[src/design/mwsm_pkg.sv]
// Shared constants, tables and types for the mecanum wheel speed mixer.
package mwsm_pkg;

    localparam int ANGLE_W      = 32;
    localparam int HEADING_W    = 16;
    localparam int GUARD        = 8;
    localparam int GAIN_SHIFT   = 20;
    localparam int GAIN_W       = 21;
    localparam int INV_GAIN     = 636751;
    localparam int ATAN_ENTRIES = 24;
    localparam int CFG_INDEX_W  = 4;

    localparam logic [ANGLE_W-1:0] HALF_TURN   = 32'h8000_0000;
    localparam logic [ANGLE_W-1:0] EIGHTH_TURN = 32'h2000_0000;
    localparam logic [ANGLE_W-1:0] HEAD_ROUND  = 32'h0000_8000;

    // Arctangent of 2^-i as a fraction of a full turn, 2^32 per turn.
    localparam logic [ANGLE_W-1:0] ATAN_TURN [ATAN_ENTRIES] = '{
        32'd536870912, 32'd316933406, 32'd167458907, 32'd85004756,
        32'd42667331,  32'd21354465,  32'd10679838,  32'd5340245,
        32'd2670163,   32'd1335087,   32'd667544,    32'd333772,
        32'd166886,    32'd83443,     32'd41722,     32'd20861,
        32'd10430,     32'd5215,      32'd2608,      32'd1304,
        32'd652,       32'd326,       32'd163,       32'd81
    };

    typedef logic [CFG_INDEX_W-1:0] t_cfg_index;
    typedef logic [ANGLE_W-1:0]     t_angle;
    typedef logic [HEADING_W-1:0]   t_heading;

    localparam t_cfg_index REG_MIN_SPEED = 4'd0;
    localparam t_cfg_index REG_MAX_SPEED = 4'd1;

endpackage

[src/design/mwsm_vector.sv]
// Pipelined vectoring CORDIC: vector length (with gain) and angle of (y, x).
module mwsm_vector #(
    parameter int SW     = 16,
    parameter int STAGES = 16,
    parameter int W      = 27
) (
    input  logic                  i_clk,
    input  logic                  i_rst_n,
    input  logic                  i_valid,
    input  logic signed [SW-1:0]  i_y,
    input  logic signed [SW-1:0]  i_x,
    output logic                  o_valid,
    output logic                  o_zero,
    output logic signed [W-1:0]   o_x,
    output mwsm_pkg::t_angle      o_ang
);
    import mwsm_pkg::*;

    logic                r_vld  [STAGES+1];
    logic                r_zero [STAGES+1];
    logic signed [W-1:0] r_x    [STAGES+1];
    logic signed [W-1:0] r_y    [STAGES+1];
    t_angle              r_ang  [STAGES+1];

    logic signed [W-1:0] n_x0;
    logic signed [W-1:0] n_y0;

    // Vectors in the left half plane are turned by half a turn first.
    always_comb begin
        n_x0 = W'(i_x) <<< GUARD;
        n_y0 = W'(i_y) <<< GUARD;
        if (i_x < 0) begin
            n_x0 = -n_x0;
            n_y0 = -n_y0;
        end
    end

    always_ff @(posedge i_clk) begin
        if (!i_rst_n) begin
            r_vld[0] <= 1'b0;
        end else begin
            r_vld[0] <= i_valid;
        end
    end

    always_ff @(posedge i_clk) begin
        r_x[0]    <= n_x0;
        r_y[0]    <= n_y0;
        r_ang[0]  <= (i_x < 0) ? HALF_TURN : '0;
        r_zero[0] <= (i_x == '0) && (i_y == '0);
    end

    for (genvar k = 0; k < STAGES; k++) begin : g_stage
        localparam t_angle ATAN_K = ATAN_TURN[k];

        always_ff @(posedge i_clk) begin
            if (!i_rst_n) begin
                r_vld[k+1] <= 1'b0;
            end else begin
                r_vld[k+1] <= r_vld[k];
            end
        end

        always_ff @(posedge i_clk) begin
            r_zero[k+1] <= r_zero[k];
            if (r_y[k] > 0) begin
                r_x[k+1]   <= r_x[k] + (r_y[k] >>> k);
                r_y[k+1]   <= r_y[k] - (r_x[k] >>> k);
                r_ang[k+1] <= r_ang[k] + ATAN_K;
            end else begin
                r_x[k+1]   <= r_x[k] - (r_y[k] >>> k);
                r_y[k+1]   <= r_y[k] + (r_x[k] >>> k);
                r_ang[k+1] <= r_ang[k] - ATAN_K;
            end
        end
    end

    assign o_valid = r_vld[STAGES];
    assign o_zero  = r_zero[STAGES];
    assign o_x     = r_x[STAGES];
    assign o_ang   = r_ang[STAGES];

endmodule

[config.mk]
export PLATFORM = sky130hd
export DESIGN_NAME = mwsm_vector
export DESIGN_NICKNAME = d
export VERILOG_FILES = /design/src/design/mwsm_pkg.sv /design/src/design/mwsm_vector.sv
export SDC_FILE = /design/constraint.sdc
export NUM_CORES = 2
export LEC_CHECK = 0
export ABC_CLOCK_PERIOD_IN_PS = 6200
export BUFFER_PORTS_ARGS = -buffer_cell sky130_fd_sc_hd__buf_2
export CELL_PAD_IN_SITES_DETAIL_PLACEMENT = 0
export CELL_PAD_IN_SITES_GLOBAL_PLACEMENT = 1
export CORE_UTILIZATION = 45
export CTS_CLUSTER_SIZE = 8
export DETAILED_ROUTE_END_ITERATION = 16
export GPL_ROUTABILITY_DRIVEN = 0
export PLACE_DENSITY_LB_ADDON = 0.1
export SLEW_MARGIN = 20
export SYNTH_ARGS = -nofsm -noshare
export SYNTH_HDL_FRONTEND = slang
export SYNTH_SLANG_ARGS = --single-unit
export TNS_END_PERCENT = 30
[constraint.sdc]
create_clock -name i_clk -period 6.2 [get_ports i_clk]
set_input_delay 0 -clock i_clk [delete_from_list [all_inputs] [get_ports i_clk]]
set_output_delay 0 -clock i_clk [all_outputs]
set_load 0.03 [all_outputs]
* Word level (Yosys, flattened, before mapping)
Memory sizes are Yosys's and may differ from the RTL's. Cells that the tools add are included.
Storage, ports and cells: register bits after elaboration 0, RAM bits 1496, input port bits 35, output and inout port bits 61, logic and storage cells 305, memories 5
Memories:
- r_ang | words 17, width 32, rd ports 17, clocked after Yosys merged registers in 0, wr ports 17, line mwsm_vector.sv:23 | t_angle r_ang [STAGES+1];
- r_x | words 17, width 27, rd ports 17, clocked after Yosys merged registers in 0, wr ports 17, line mwsm_vector.sv:21 | logic signed [W-1:0] r_x [STAGES+1];
- r_y | words 17, width 27, rd ports 16, clocked after Yosys merged registers in 0, wr ports 17, line mwsm_vector.sv:22 | logic signed [W-1:0] r_y [STAGES+1];
- r_vld | words 17, width 1, rd ports 17, clocked after Yosys merged registers in 0, wr ports 17, line mwsm_vector.sv:19 | logic r_vld [STAGES+1];
- r_zero | words 17, width 1, rd ports 17, clocked after Yosys merged registers in 0, wr ports 17, line mwsm_vector.sv:20 | logic r_zero [STAGES+1];
Cells by class: add/subtract/negate cells 97, $lt $le $gt $ge 17, multiplexer cells 118, bitwise gates (word level) 65, reduce and logical (&&, ||, !) cells 3
Operators by type and width (count):
- 27-bit 2-to-1 mux | 34
- 32-bit 2-to-1 mux | 17
- 27-bit by 1-bit greater-than comparator with 1-bit output, second input constant | 16
- 1-bit 2-to-1 mux | 67
- 1-bit bitwise OR | 65
- 27-bit by 12-bit adder with 27-bit output | 2
- 27-bit by 13-bit adder with 27-bit output | 2
- 27-bit by 14-bit adder with 27-bit output | 2
- 27-bit by 15-bit adder with 27-bit output | 2
- 27-bit by 16-bit adder with 27-bit output | 2
- 27-bit by 17-bit adder with 27-bit output | 2
- 27-bit by 18-bit adder with 27-bit output | 2
- 27-bit by 19-bit adder with 27-bit output | 2
- 27-bit by 20-bit adder with 27-bit output | 2
- 27-bit by 21-bit adder with 27-bit output | 2
- 27-bit by 22-bit adder with 27-bit output | 2
- 27-bit by 23-bit adder with 27-bit output | 2
- 27-bit by 24-bit adder with 27-bit output | 2
- 27-bit by 25-bit adder with 27-bit output | 2
- 27-bit by 26-bit adder with 27-bit output | 2
- 24-bit negation with 27-bit output | 2
- 27-bit by 12-bit subtractor with 27-bit output | 2
- 27-bit by 13-bit subtractor with 27-bit output | 2
- 27-bit by 14-bit subtractor with 27-bit output | 2
- 49 further kinds | 63

* Depth between registers and ports, before layout
depth after elaboration 4, gate-level depth with buffers 26, gate-level depth less buffers 24

* Worst setup path after synthesis
Ideal clock, no wire load.
kind register to register, from mem r_y[9][13], to mem r_y[10][26], library setup time 0.072 ns, arrival 5.803 ns, data required time 6.128 ns, path slack 0.326 ns, cell stages (with the launch flop) 27, buffers on the path 2, period minus slack after synthesis 5.874 ns, path through dfxtp_1 -> nor3_1 -> nand3_1 -> or3_1 -> nor2_1 -> nand2_1 -> nor2_1 -> and3_1 -> clkbuf_1 -> nor2_1 -> inv_1 -> buf_1 -> nor2_1 -> xor2_1 -> ha_1 -> a21o_1 -> a21oi_1 -> o21bai_1 -> a21oi_1 -> o21ai_1 -> a221o_1 -> a2111oi_1 -> nor4b_1 -> or3_1 -> a31o_1 -> a21oi_1 -> xor2_1
RTL lines (line):
- start: declaration | mwsm_vector.sv:22

==> results_dict.tcl <==
set metrics [dict create \
    min_path_type "input pin to register" \
    cts.clk_slew.worst_paths_ns 0.05 \
    fp.dieH_microns 450 \
    worst-path-max-fanout 13 \
    ys_ff_latch 1301 \
    final_net_count 12100 \
    avgSynthCellArea_sq_um 8.57 \
    postCtsSetupBuffers 0 \
    max_slew.worst_pin.slew_ns 1.06 \
    synth_ff_type "dfxtp_1" \
    finalClockSkew_ns 0.0376 \
    io_buffers 94 \
    setup_viol 0 \
    overflow 0 \
    required_ns 6.95 \
    timing.final.crit_share_pct 94.6 \
    drv_slew 0 \
    status "complete, no violations" \
    ioPinCount 96 \
    synth_edf_count 0 \
    viasPerCell 5.55 \
    synth_cell_types 104 \
    start_kind "register" \
    critical_path_arrival_ns 6.62 \
    gr-usage-all-layers_pct 24.5 \
    cts_root_buf "clkbuf_16" \
    drc 0 \
    grt_antenna_before_repair 9 \
    drive_above_1_share_pct 5.12 \
    netlist_instances 10600 \
    htree_levels 4 \
    maxSlewHeadroom_pct 28.8 \
    ant_nets 0 \
    cts_tree "built" \
    start_util_pct 45.3 \
    tns_ns 0 \
    routed_wl_mm 256 \
    first_pass_iters 6 \
    fp.dieW_microns 450 \
    routedWlPerCell_microns 18.8 \
    end_kind "register" \
    grt_pass1_wl_mm 401 \
    yosys_warnings 0 \
    area_growth_pct 11.2 \
    hold_viol_final 0 \
    use_met2_pct 43.4 \
    grt_max_degree 50 \
    timing.setup.critical_path_class "register to register" \
    cts_made_buffers 185 \
    n_fill_cell 18900 \
    rows 164 \
    ys_seq_area_share_pct 28.8 \
    clock.fmax_mhz 171 \
    ctsLongestPathBuffers 3 \
    grt_use_met1_pct 29.5 \
    design.core.area_sq_um 200000 \
    syn-cell-area_sq_um 90400 \
    synthArstFlopShare_pct 0 \
    grt.busiest_layer "met2" \
    hpwl_mm 207 \
    drtIter0Drc 4129 \
    clkSinkCount 1301 \
    die_area_sq_um 203000 \
    grt_pass1_vias 73800 \
    finalCriticalPeriod_ns 5.86 \
    rsz0062_at_grt "false" \
    dr_total_vias 75500 \
    clock_latency_ns 0.83 \
    met3_usage_pct 2.80 \
    hold_ws_ns 0.0809 \
    drv_cap 0 \
]
metrics by stage:
step / cell area, sq um / instances / setup WS [ns] / utilization [%]
2_1_floorplan: 90400 / 10600 / 0.326 / -
3_3_place_gp: 94600 / 13300 / 0.251 / 47.4
3_5_place_dp: 94600 / 13300 / 0.209 / 47.4
4_1_cts: 100000 / 13600 / 0.177 / 50.3
5_1_grt: 101000 / 13600 / 0.00433 / 50.4
6_report: 101000 / 13600 / 0.336 / 50.4
path summary, 6_finish.rpt:
check,slack [ns],start,depth (start not counted),to
setup / recovery,0.34,r_y[12][22],23,r_x[13][26]
hold / removal,0.08,i_y[15],4,r_y[0][26]
setup reg to reg,0.34,r_y[12][22],23,r_x[13][26]
hold reg to reg,0.32,r_zero[0][9],0,r_zero[0][10]
worst max-delay path: stages, from the launching register on:
cell and delay (ns):
dfxtp_1 0.34, nor4_1 0.45, nand2b_1 0.12, or3_1 0.50, nor4_2 0.34, and4_1 0.40
nor2_2 0.19, clkinv_1 0.13, nor2_1 0.08, xnor2_1 0.20, ha_1 0.30, a21o_1 0.20
a21oi_1 0.27, o21ai_0 0.17, a21oi_1 0.27, o21ai_0 0.23, a221oi_1 0.31, buf_4 0.20
o21ai_0 0.13, nand2_1 0.11, o2111ai_1 0.22, a31o_2 0.30, a21oi_1 0.19, xnor2_1 0.15
cell usage after synthesis, types with 129 or more instances:
master,number,share of area [%]
a21oi_1,967,5.4
dfxtp_1,1301,29
xor2_1,490,4.7
nand2_1,660,2.7
o21ai_0,524,2.9
nand2b_1,152,1.1
xnor2_1,1035,10
inv_1,483,2.0
clkbuf_1,130,0.54
nor3_1,273,1.5
nand3_1,191,1.1
o31ai_1,129,1.1
nor2_1,841,3.5
o21bai_1,179,1.5
ha_1,1167,16
nor2b_1,133,0.92
a21o_1,402,3.3
cell usage in the layout, fill, tap and decap left out, types with 116 or more instances in the layout:
master,count
nor3_1,272
nand2b_1,152
nor2b_1,133
xnor2_1,1035
o21ai_0,524
xor2_1,490
nor2_1,831
inv_1,483
nand2_1,660
ha_1,1167
dfxtp_1,1301
a21o_1,402
o21a_1,124
buf_4,116
nand3_1,191
o31ai_1,129
a21oi_1,967
o21bai_1,179
clkbuf_16,187
what timing repair did:
| item | in CTS | in global routing |
|---|---|---|
| resized for setup | 0 | 15 |
| endpoints found under the hold margin | 54 | 0 |
| setup endpoints to repair | 0 | 26 |
| hold buffers | 84 | 0 |
logic make-up after synthesis:
kind of cell | synth area share, %
compound gates | 21.3
flops | 28.8
mux | 0.352
simple gates | 15.1
buf+inv | 2.72
fa+ha+maj | 17.0
xor+xnor | 14.8
other cells | 0.00415
registers in the layout (all words and copies together), names as in the netlist:
signal	cells
r_x	425
r_y	402
r_zero	17
r_ang	440
r_vld	17
per-layer routing:
layer / share of wire [%] / vias to the layer above
li1: - / 38400
met1: 44 / 35100
met2: 49 / 1442
met3: 3.4 / 443
met4: 4.5 / 2
met5: 0.0043 / -
layout make-up:
class	instances	area [sq um]	share of cell area (%)
multi-input combinational	8604	62100	61.7
sequential	1301	26000	25.9
clock buffer	217	4830	4.80
tap	2656	3320	3.30
timing repair buffer	296	2210	2.20
inverter	496	1870	1.86
clock inverter	14	210	0.209
antenna	7	17.5	0.0174
Power is left out: the tool's default activity adds up to more than one toggle a clock period on the data nets, which glitch-free logic cannot reach.
