--- src/design/mwsm_pkg.sv ---
// Shared constants, tables and types for the mecanum wheel speed mixer.
package mwsm_pkg;

    localparam int ANGLE_W      = 32;
    localparam int HEADING_W    = 16;
    localparam int GUARD        = 8;
    localparam int GAIN_SHIFT   = 20;
    localparam int GAIN_W       = 21;
    localparam int INV_GAIN     = 636751;
    localparam int ATAN_ENTRIES = 24;
    localparam int CFG_INDEX_W  = 4;

    localparam logic [ANGLE_W-1:0] HALF_TURN   = 32'h8000_0000;
    localparam logic [ANGLE_W-1:0] EIGHTH_TURN = 32'h2000_0000;
    localparam logic [ANGLE_W-1:0] HEAD_ROUND  = 32'h0000_8000;

    // Arctangent of 2^-i as a fraction of a full turn, 2^32 per turn.
    localparam logic [ANGLE_W-1:0] ATAN_TURN [ATAN_ENTRIES] = '{
        32'd536870912, 32'd316933406, 32'd167458907, 32'd85004756,
        32'd42667331,  32'd21354465,  32'd10679838,  32'd5340245,
        32'd2670163,   32'd1335087,   32'd667544,    32'd333772,
        32'd166886,    32'd83443,     32'd41722,     32'd20861,
        32'd10430,     32'd5215,      32'd2608,      32'd1304,
        32'd652,       32'd326,       32'd163,       32'd81
    };

    typedef logic [CFG_INDEX_W-1:0] t_cfg_index;
    typedef logic [ANGLE_W-1:0]     t_angle;
    typedef logic [HEADING_W-1:0]   t_heading;

    localparam t_cfg_index REG_MIN_SPEED = 4'd0;
    localparam t_cfg_index REG_MAX_SPEED = 4'd1;

endpackage

--- src/design/mwsm_descale.sv ---
// Two-stage gain removal: multiply by the inverse CORDIC gain, then round and drop guard bits.
module mwsm_descale #(
    parameter int IN_W = 27
) (
    input  logic                                     i_clk,
    input  logic                                     i_rst_n,
    input  logic                                     i_valid,
    input  logic signed [IN_W-1:0]                   i_v,
    output logic                                     o_valid,
    output logic signed [IN_W+mwsm_pkg::GAIN_W-mwsm_pkg::GAIN_SHIFT-mwsm_pkg::GUARD-1:0] o_v
);
    import mwsm_pkg::*;

    localparam int PW    = IN_W + GAIN_W;
    localparam int SHIFT = GAIN_SHIFT + GUARD;
    localparam logic signed [PW-1:0] GAIN  = PW'(INV_GAIN);
    localparam logic signed [PW-1:0] ROUND = PW'(1) <<< (SHIFT - 1);

    logic                 r_vld1;
    logic                 r_vld2;
    logic signed [PW-1:0] r_prod;
    logic signed [PW-1:0] n_sum;
    logic signed [PW-SHIFT-1:0] r_res;

    assign n_sum = r_prod + ROUND;

    always_ff @(posedge i_clk) begin
        if (!i_rst_n) begin
            r_vld1 <= 1'b0;
            r_vld2 <= 1'b0;
        end else begin
            r_vld1 <= i_valid;
            r_vld2 <= r_vld1;
        end
    end

    // Taking the upper bits of a signed sum floors, so this rounds half up.
    always_ff @(posedge i_clk) begin
        r_prod <= PW'(i_v) * GAIN;
        r_res  <= n_sum[PW-1:SHIFT];
    end

    assign o_valid = r_vld2;
    assign o_v     = r_res;

endmodule
--- config.mk ---
export PLATFORM = sky130hd
export DESIGN_NAME = mwsm_descale
export DESIGN_NICKNAME = d
export VERILOG_FILES = /design/src/design/mwsm_pkg.sv /design/src/design/mwsm_descale.sv
export SDC_FILE = /design/constraint.sdc
export NUM_CORES = 1
export LEC_CHECK = 0
export BUFFER_PORTS_ARGS = -buffer_cell sky130_fd_sc_hd__buf_2
export CORE_MARGIN = 2
export CORE_UTILIZATION = 35
export CTS_CLUSTER_DIAMETER = 40
export DETAILED_ROUTE_END_ITERATION = 8
export GPL_TIMING_DRIVEN = 1
export HOLD_SLACK_MARGIN = 0.1
export PLACE_DENSITY = 0.62
export SLEW_MARGIN = 5
export SYNTH_ARGS = -nofsm -noshare
export SYNTH_HDL_FRONTEND = slang
export SYNTH_SLANG_ARGS = --single-unit
--- constraint.sdc ---
create_clock -name i_clk -period 17.85 [get_ports i_clk]
set_input_delay 0.8925 -clock i_clk [delete_from_list [all_inputs] [get_ports i_clk]]
set_output_delay 0.8925 -clock i_clk [all_outputs]
set_load 0.02 [all_outputs]
## Word-level counts from Yosys, hierarchy flattened

Cells that the tools add are included.

- Logic and storage cells: 6
- Register bits: 70
- Output and inout bits: 21

- Add/subtract/negate cells: 1
- $mul: 1

Operators with widths:

| kind | number |
|---|---|
| 48-bit by 29-bit adder with 48-bit output (second input constant) | 1 |
| 27-bit by 21-bit multiplier with 48-bit output (second input constant) | 1 |

## Depth between registers and ports, before layout

Gate-level depths: netlist of run 1.

- Depth in word-level cells: 1
- Depth in mapped cells: 24

## Worst setup path before layout of run 1

Ideal clock, no wire load.

- Path type: input port to flip-flop
- Start point: input port i_v[26]
- End point: register r_prod[42]
- Stages: 20
- Required time: 17778 ps
- Setup slack: 11484 ps
- Arrival time: 6293 ps
- Setup time: 72 ps
- Cell sequence: clkbuf_1 -> inv_1 -> fa_1 -> inv_1 -> fa_1 -> fa_1 -> fa_1 -> inv_1 -> fa_1 -> inv_1 -> ha_1 -> and3_1 -> and2_1 -> and3_1 -> a21oi_4 -> o21ai_2 -> a211oi_2 -> o21ai_2 -> a221oi_2 -> xnor2_1

- Longest elaborated chain between the ends: 1

RTL lines:

| item | line | text |
|---|---|---|
| start, declared | mwsm_descale.sv:8 | `input logic signed [IN_W-1:0] i_v,` |
| 27-bit by 21-bit multiplier with 48-bit output | mwsm_descale.sv:39 | `r_prod <= PW'(i_v) * GAIN;` |
| end signal, assigned | mwsm_descale.sv:39 |  |
| end, declared | mwsm_descale.sv:21 | `logic signed [PW-1:0] r_prod;` |

Every way passes these cells.
A chain may end at the register's enable or synchronous reset.

## Worst setup path in the final report of run 1

- Start point: input port i_v[26]
- End point: register r_prod[40]

The elaborated chain is that of the path after synthesis.

==> results of run 1 <==
-- worst max-delay path: stages --
cell	delay [ns]
buf_2	0.64
ha_1	0.39
fa_1	0.51
fa_1	0.52
inv_1	0.05
fa_1	0.55
fa_1	0.43
fa_1	0.49
inv_1	0.04
fa_1	0.48
inv_1	0.04
ha_1	0.33
a21o_1	0.20
a21o_1	0.17
a21oi_1	0.13
o21ai_1	0.07
a31oi_1	0.18
a21boi_1	0.14
o31ai_1	0.42
nand2_1	0.13
xnor2_1	0.15
-- stage by stage --
stage               utilization [%]  hold slack, ns  setup WS, ns  instance area, um2
floorplan                         -           0.412         11.48               13100
global placement               37.9           0.416         10.81               13900
detailed placement             37.9           0.427         10.73               13900
CTS                            38.4           0.440         11.01               14100
global route                   38.4           0.452         10.61               14100
finish                         38.4           0.435         11.02               14100
-- final cells by class --
type | instances | area (um2)
Clock buffer | 6 | 139
Clock inverter | 2 | 35.0
Fill cell | 3632 | 22600
Inverter | 392 | 1470
Multi-Input combinational cell | 856 | 10700
Sequential cell | 43 | 861
Tap cell | 468 | 586
Timing Repair Buffer | 51 | 258
-- layer usage --
| metal | part of all wire (%) | vias to the layer above |
|---|---|---|
| met5 | 0 | - |
| met4 | 1.1 | 0 |
| met3 | 3.6 | 18 |
| met2 | 52 | 121 |
| met1 | 44 | 4284 |
| li1 | - | 4081 |
-- sequential cells by signal, summed over array words and instances, names as in the netlist --
name and flops:
o_v 20, o_valid 1, r_prod 21, r_vld1 1
-- kinds of logic (layout without fill, tap and decap cells) --
family	Yosys count	in the layout
AOI/OAI and AO/OA	139	139
xor gates and xnor gates	84	84
adders and majority gates	510	510
buffers and inverters	396	451
DFF	43	43
muxes	1	1
and+or+nand+nor	122	122
-- worst min path at each step --
stage	depth (start not counted)	start	slack [ns]	end
after CTS	1	r_prod[47]	0.44	o_v[19]
after floorplan	1	r_vld1	0.41	o_valid
final	1	r_prod[47]	0.44	o_v[19]
after global placement	1	r_vld1	0.42	o_valid
after global routing	1	r_vld1	0.45	o_valid
after detailed placement	1	r_vld1	0.43	o_valid
-- placed cells by master (no fill, tap or decap), types with 4 or more instances in the layout --
master	netlist	layout
nor2_1	21	21
a211oi_1	5	5
clkbuf_16	0	5
dfxtp_1	43	43
a21oi_1	51	51
nand3_1	15	15
nand2b_1	4	4
inv_1	392	392
fa_1	272	272
a211oi_2	4	4
xnor2_1	52	52
o21bai_1	6	6
buf_2	1	50
nor2b_1	9	9
and2_1	4	4
xor2_1	32	32
nand2_1	32	32
o21ai_0	18	18
ha_1	238	238
and3_1	11	11
nand4_1	6	6
nor3_1	7	7
a21o_1	21	21
==> out/qor.csv, run 1 <==
metric,value,unit
outcome,completed,
die-area,38900,um2
drt_iter0_drc,336,
grtUsageTotal,14.8,%
r2r_cells,5,
synth_top_area_share,41.6,%
clock_path_buffers,2,
synth-edff-count,0,
setup_viol,0,
first_pass_iters,4,
synthDistinctLibCells,57,
hold_class,flop to flop,
min_period,6.83,ns
post-route-period-util,38.2,%
hpwl,24.7,mm
crit_type,input pin to flop,
clk_pin_slew,0.06,ns
yosysMostFrequentCell,inv_1,
clk_latency,0.27,ns
final_max_slew_viol_count,0,
timing.rr.start,r_prod[27],
synth_xor_area_share,5.62,%
avgRoutedWirePerCell,14.9,um
cp-end-kind,flop,
setup_tns,0,ns
use_met1,19.9,%
coreArea,36700,um2
synth-seq-area-share,6.58,%
yosys-mux-area-fraction,0.0765,%
tritoncts,built,
wl,27.0,mm
syn-num-nets,1835,
cts_buffers,5,
worstPathArrival,6.98,ns
max_slew_margin,42.9,%
pin_count,51,
syn_area,13100,um2
crit_path_start_kind,input pin,
grt.overflow.total,0,
startpoint,i_v[26],
max_cap_violations,0,
crit_required,18.01,ns
clock_sinks,43,
synthAdderAreaFrac,64.4,%
synth_async_sr_flop_share,0,%
drc,0,
dp_cells,1810,
antenna_cells,0,
vias,8504,
synth_area_leaders,"fa_1 42%, ha_1 23%, inv_1 11%, dfxtp_1 6.6%, xnor2_1 3.5%",
synthCells,1295,
cts_setup_buffers,0,
synthTopCellsByCount,"392 x inv_1, 272 x fa_1, 238 x ha_1",
r2r-end,o_v[17],
rows,70,
use_met2,26.6,%
cts-root-buf,clkbuf_16,
antenna_found_initial,0,
tightest_slew,0.857,ns
hold_viol,0,
fmax,146,MHz
synth_warnings,0,
instances_no_fill,1818,
viasPerCell,4.68,
busiest_layer,met2,
die_w,197,um
grt_pass1_vias,9316,
ant_nets,0,
rsz0062_at_grt,no,
place_congestion,0.909,
critPathMaxFanout,37,
area_delta_synth_final,7.65,%
met3_usage,1.31,%
grt_pass1_wl,46.2,mm
portBuffers,50,
reg2reg_slack,16.10,ns
ys_ff_latch,43,
synth_compound_area_share,7.22,%
final_nets,1889,
grt_max_degree,38,
die_y,197,um
layout-drive-gt1-share,5.78,%
synth_ff_type,dfxtp_1,
cts_resized,0,
syn_area_per_cell,10.1,um2
postCtsHoldBufs,0,
htreeDepth,2,
initial_core_util,35.6,%
synth_top_family_by_area,adder cells,
synth_simple_gate_area_share,4.73,%
synth_largest_area_cell,fa_1,
endpoint,r_prod[40],
skew,0.00512,ns
Power of run 1 is left out: the tool's default activity adds up to more than one toggle a clock period on the data nets, which glitch-free logic cannot reach.
==> run 2, diff against run 1 <==
--- a/config.mk
+++ b/config.mk
@@ -12,7 +12,7 @@
 export DETAILED_ROUTE_END_ITERATION = 8
 export GPL_TIMING_DRIVEN = 1
 export HOLD_SLACK_MARGIN = 0.1
-export PLACE_DENSITY = 0.62
+export PLACE_DENSITY = 0.64
 export SLEW_MARGIN = 5
 export SYNTH_ARGS = -nofsm -noshare
 export SYNTH_HDL_FRONTEND = slang
==> constraint.sdc (replaced) <==
create_clock -name i_clk -period 5.5 [get_ports i_clk]
set_input_delay 0.275 -clock i_clk [delete_from_list [all_inputs] [get_ports i_clk]]
set_output_delay 0.275 -clock i_clk [all_outputs]
set_load 0.02 [all_outputs]
==> run 2 against run 1 <==
Final area increased by 21%. Non-clock buffer count is 202 higher. Clock skew is essentially flat. Via count up 11%. Critical endpoint is now r_prod[38]. Clock-buffer cell count unchanged. Hold slack lost 0.24 ns. Global-route usage is 1.7 points higher. Final cell count rose by 11%. First-iteration DRC count decreased by 1.8%. Wire length is 14% higher. Register-to-register slack worse by 12 ns. Sequential share of layout area down 1.1 points.
==> out/qor.csv, run 2 (synthesized netlist as in run 1, its figures left out) <==
metric,value,unit,change
outcome,completed,,
setup_ws,0.0817,ns,-10.94 ns
cts_buffers,5,,unchanged
hpwl,27.7,mm,+12%
cts-root-buf,clkbuf_16,,
wl,30.8,mm,+14%
tightest_slew,0.508,ns,-0.349 ns
wl_met1,13.1,mm,+11%
max_slew_margin,65.9,%,+23 points
place_ws,-0.553,ns,-11.29 ns
tritoncts,built,,
die-area,38900,um2,unchanged
layout-drive-gt1-share,29.2,%,+23 points
drc,0,,unchanged
grt_max_degree,36,,-5.3%
final_max_slew_viol_count,0,,unchanged
grtUsageTotal,16.5,%,+1.7 points
skew,0.00462,ns,-0.000497 ns
place_congestion,0.947,,+4.2%
fmax,185,MHz,
clk_latency,0.28,ns,about the same
antenna_cells,0,,unchanged
rsz0062_at_grt,yes,,
viasPerCell,4.67,,-0.14%
hold_class,input pin to flop,,
final_util,46.4,%,+8.1 points
die_w,197,um,unchanged
postCtsHoldBufs,0,,unchanged
setup_viol,0,,unchanged
portBuffers,50,,unchanged
pin_count,51,,unchanged
antenna_found_initial,0,,unchanged
first_pass_iters,4,,unchanged
fill_cells,3387,,-6.7%
clock_path_buffers,2,,unchanged
drt_iter0_drc,330,,-1.8%
avgRoutedWirePerCell,15.3,um,+2.5%
die_y,197,um,unchanged
coreArea,36700,um2,unchanged
rows,70,,unchanged
max_flop_register,r_prod,,
crit_path_start_kind,input pin,,
crit_type,input pin to flop,,
max_cap_violations,0,,unchanged
final_common_cell,inv_1,,
grt_pass1_vias,10653,,+14%
clk_pin_slew,0.06,ns,about the same
htreeDepth,2,,unchanged
area_delta_synth_final,30.3,%,
largest_register_ffs,21,,unchanged
ant_nets,0,,unchanged
vias,9436,,+11%
critPathMaxFanout,7,,-81%
grt.overflow.total,0,,unchanged
final_nets,2091,,+11%
initial_core_util,35.6,%,unchanged
min_period,5.42,ns,
worstPathArrival,5.63,ns,-1.35 ns
hold_viol,0,,unchanged
mostFrequentLayoutCells,"367 x inv_1, 256 x fa_1, 183 x buf_4",,
crit_required,5.71,ns,-12.30 ns
dr.max_layer_used,met4,,
clock_sinks,43,,unchanged
post-route-period-util,98.5,%,
cp-end-kind,flop,,
met3WireLength,953,um,-2.6%
grt_pass1_wl,51.3,mm,+11%
wl_met2,16.1,mm,+15%
-- run 2: changes by cell type in the layout (fill, tap and decap cells not counted), moves of 22 or more --
cell and change:
ha_4 +54, buf_6 +29, a21oi_2 +22, buf_4 +182
inv_2 +24, a21oi_1 -22, ha_1 -64, inv_1 -25
-- run 2: path summary, 6_finish.rpt --
check	from	to	slack, ns	cells after the start
max	i_v[10]	r_prod[38]	0.08	22
min	i_valid	r_vld1	0.20	2
max reg2reg	r_prod[29]	o_v[14]	3.74	8
min reg2reg	r_vld1	o_valid	0.44	1
-- run 2: per-stage QoR --
step,setup TNS [ns],cells,hold WS [ns],cell area [um2]
after floorplan,0,1295,0.397,13100
after global placement,-6.49,2003,0.416,15400
after detailed placement,-7.41,2003,0.428,15400
after CTS,-0.0106,2016,0.190,16600
after global routing,-0.372,2020,0.199,17000
final,0,2020,0.196,17000
-- run 2: critical path: stages --
cell      delay [ns]
buf_12          0.12
ha_4            0.25
buf_6           0.13
xnor2_4         0.12
buf_6           0.13
xnor2_4         0.19
fa_2            0.48
fa_2            0.60
fa_2            0.43
fa_1            0.49
inv_1           0.05
fa_1            0.49
inv_2           0.05
ha_4            0.27
nand4_1         0.17
or2_1           0.26
o41a_1          0.42
o21ai_2         0.17
a211oi_2        0.11
o21ai_2         0.16
buf_4           0.15
xor2_2          0.12
-- run 2: area by class of cell --
| cell class | count | area [um2] | area share [%] |
|---|---|---|---|
| clock buffer | 6 | 139 | 0.815 |
| clock inverter | 2 | 35.0 | 0.206 |
| inverter | 392 | 1480 | 8.66 |
| multi-input combinational | 856 | 11900 | 69.8 |
| sequential | 43 | 861 | 5.05 |
| tap | 468 | 586 | 3.44 |
| timing repair buffer | 253 | 2050 | 12.0 |
-- run 2: what timing repair did --
action | 4_1_cts | 5_1_grt
pin swaps | 101 | 74
gates resized for setup | 181 | 83
setup buffers | 6 | 5
setup endpoints to repair | 15 | 17
hold endpoints to repair | 0 | 0
-- run 2: metal layers --
metal	track usage (%)	vias up
li1	-	4491
met1	21.2	4756
met2	30.1	144
met3	1.45	45
met4	3.45	0
met5	0	-
Power of run 2 is left out for the same reason.
==> run 3, diff against run 2 <==
--- a/config.mk
+++ b/config.mk
@@ -5,6 +5,7 @@
 export SDC_FILE = /design/constraint.sdc
 export NUM_CORES = 1
 export LEC_CHECK = 0
+export ABC_AREA = 1
 export BUFFER_PORTS_ARGS = -buffer_cell sky130_fd_sc_hd__buf_2
 export CORE_MARGIN = 2
 export CORE_UTILIZATION = 35
==> run 3 against run 2 <==
Core utilization is 6.3 points lower. Maximum frequency grew 2.4%. Clock skew about the same. Register-to-register slack improved by 0.18 ns. Synthesized area rose by 10%. Highest routed layer unchanged. Non-clock buffer count shrank 100. Global-route usage is 1.1 points higher. Largest cell class unchanged. Critical path depth up 1. Synthesized cell count grew 32%.
==> out/qor.csv, run 3 <==
metric,value,unit,change
grt_pass1_wl,59.3,mm,+16%
tightest_slew,0.410,ns,-0.0981 ns
whs_endpoint,r_vld1,,
setup_ws,0.210,ns,+0.128 ns
portBuffers,50,,unchanged
antenna_found_initial,0,,unchanged
cp-end-kind,flop,,
timing.rr.start,r_prod[28],,
max_flop_register,r_prod,,
die-area,42800,um2,+9.9%
synth_ff_type,dfxtp_1,,
synthTopCellsByCount,"524 x inv_1, 272 x fa_1, 260 x nand2_1",,
synth_top_area_share,37.8,%,-3.8 points
place_congestion,0.903,,-4.7%
antenna_cells,0,,unchanged
viasPerCell,4.53,,-3.0%
yosysMostFrequentCell,inv_1,,
htreeDepth,2,,unchanged
grt.overflow.total,0,,unchanged
final_nets,2413,,+15%
setup_viol,0,,unchanged
post-route-period-util,96.2,%,-2.3 points
min-delay-start,i_valid,,
layout-drive-gt1-share,10.8,%,-18 points
area_delta_synth_final,13.6,%,
min_period,5.29,ns,-0.128 ns
hpwl,32.7,mm,+18%
rows,74,,+5.7%
synth-edff-count,0,,unchanged
whs,0.177,ns,-0.0191 ns
cts-root-buf,clkbuf_16,,
reg2reg_slack,3.92,ns,+0.18 ns
coreArea,40700,um2,+11%
syn_area_per_cell,8.40,um2,-17%
first_pass_iters,5,,+1
synth_area_leaders,"fa_1 38%, ha_1 21%, inv_1 14%, nand2_1 6.8%, dfxtp_1 6.0%",,
avgRoutedWirePerCell,14.6,um,-4.6%
holdPathStages,3,,+1
critPathMaxFanout,7,,unchanged
max_slew_margin,72.4,%,+6.5 points
max_cap_violations,0,,unchanged
clock_path_buffers,2,,unchanged
mostFrequentLayoutCells,"524 x inv_1, 272 x fa_1, 260 x nand2_1",,
synthCells,1714,,+32%
crit_path_start_kind,input pin,,
r2r-end,o_v[17],,
synthDistinctLibCells,33,,-42%
final_common_cell,inv_1,,
startpoint,i_v[10],,
synth_largest_area_cell,fa_1,,
largest_register_ffs,21,,unchanged
fmax,189,MHz,+2.4%
syn-num-nets,2254,,+23%
vias,10899,,+16%
die_y,207,um,+4.8%
rsz0062_at_grt,yes,,
tritoncts,built,,
die_w,207,um,+4.8%
r2r_cells,8,,unchanged
fill_cells,4137,,+22%
wl,35.0,mm,+14%
synth-seq-area-share,5.98,%,-0.60 points
synth_warnings,0,,unchanged
initial_core_util,35.4,%,-0.29 points
drt_iter0_drc,649,,+97%
place_ws,-0.199,ns,+0.354 ns
grtUsageTotal,17.6,%,+1.1 points
crit_type,input pin to flop,,
final_max_slew_viol_count,0,,unchanged
synth_async_sr_flop_share,0,%,unchanged
grt_pass1_vias,11725,,+10%
grt_max_degree,22,,-39%
clock_sinks,43,,unchanged
skew,0.00439,ns,-0.000232 ns
pin_count,51,,unchanged
crit_required,5.66,ns,-0.05 ns
hold_viol,0,,unchanged
clk_latency,0.28,ns,about the same
syn_area,14400,um2,+10%
hold_class,input pin to flop,,
setup_tns,0,ns,unchanged
ant_nets,0,,unchanged
clk_pin_slew,0.06,ns,about the same
cts_buffers,5,,unchanged
outcome,completed,,
drc,0,,unchanged
ys_ff_latch,43,,unchanged
worstPathArrival,5.45,ns,-0.18 ns
## run 3: cell types whose count changed after synthesis, moves of 20 or more
cell | previous run | this run
xnor2_1 | 52 | 32
a21oi_1 | 51 | 74
nor2_1 | 21 | 79
nand2_1 | 32 | 260
nand3_1 | 15 | 38
inv_1 | 392 | 524
o21ai_0 | 18 | 48
## run 3: how the worst max path moves through the flow
stage / to / cells past startpoint
floorplan: r_prod[36] / 23
global placement: r_prod[42] / 22
detailed placement: r_prod[42] / 22
CTS: r_prod[42] / 22
global route: r_prod[35] / 25
finish: r_prod[36] / 23
## run 3: routing by layer
metal  global-route usage [%]  vias to the layer above  wire (um)
met5                        0                        -          0
met4                     2.56                        0        452
met3                     1.66                       28       1620
met2                     30.2                      211      16600
met1                     24.6                     5267      16300
li1                         -                     5393          -
## run 3: worst max-delay path: stages
cell and delay (ns):
buf_2 0.18, buf_4 0.18, ha_1 0.27, xor2_1 0.19, ha_1 0.29, inv_1 0.05, fa_1 0.50, inv_1 0.06
fa_1 0.44, fa_1 0.48, fa_1 0.52, inv_1 0.06, fa_1 0.48, inv_1 0.04, ha_1 0.31, nand2_1 0.10
o21ai_0 0.37, a21oi_1 0.12, buf_4 0.17, nor2_1 0.13, nor2_1 0.08, nand3_1 0.08, nand2_1 0.07
## run 3: logic make-up (layout without fill, tap and decap cells)
kind of cell | after synthesis | count (layout) | synth area share (%)
buffers and inverters | 530 | 689 | 13.8
adder cells (fa/ha/maj) | 510 | 510 | 58.5
AND/OR/NAND/NOR | 425 | 425 | 12.5
AO/OA/AOI/OAI | 135 | 135 | 4.86
XOR/XNOR | 71 | 71 | 4.32
flip-flops | 43 | 43 | 5.98
## run 3: final cells by class
type                       instances  area, um2  share of cell area (%)
inverter                         529       1990                    12.1
tap                              532        666                    4.07
clock buffer                       5        125                   0.765
multi-input combinational       1141      11600                    71.1
timing repair buffer             153       1050                    6.41
clock inverter                     2       37.5                   0.229
sequential                        43        861                    5.26
## run 3: through the flow
stage          util (%)  std cells  instance area (um2)
2_1_floorplan         -       1714                14400
5_1_grt            40.2       2405                16400
3_5_place_dp       39.5       2398                16100
4_1_cts            39.9       2405                16300
6_report           40.2       2405                16400
3_3_place_gp       39.5       2398                16100
## run 3: timing repair
item,CTS,global route
setup endpoints to repair,0,14
gates resized for setup,0,22
setup buffers,0,0
hold buffers,0,0
endpoints found under the hold margin,0,0
Power of run 3 is left out for the same reason.
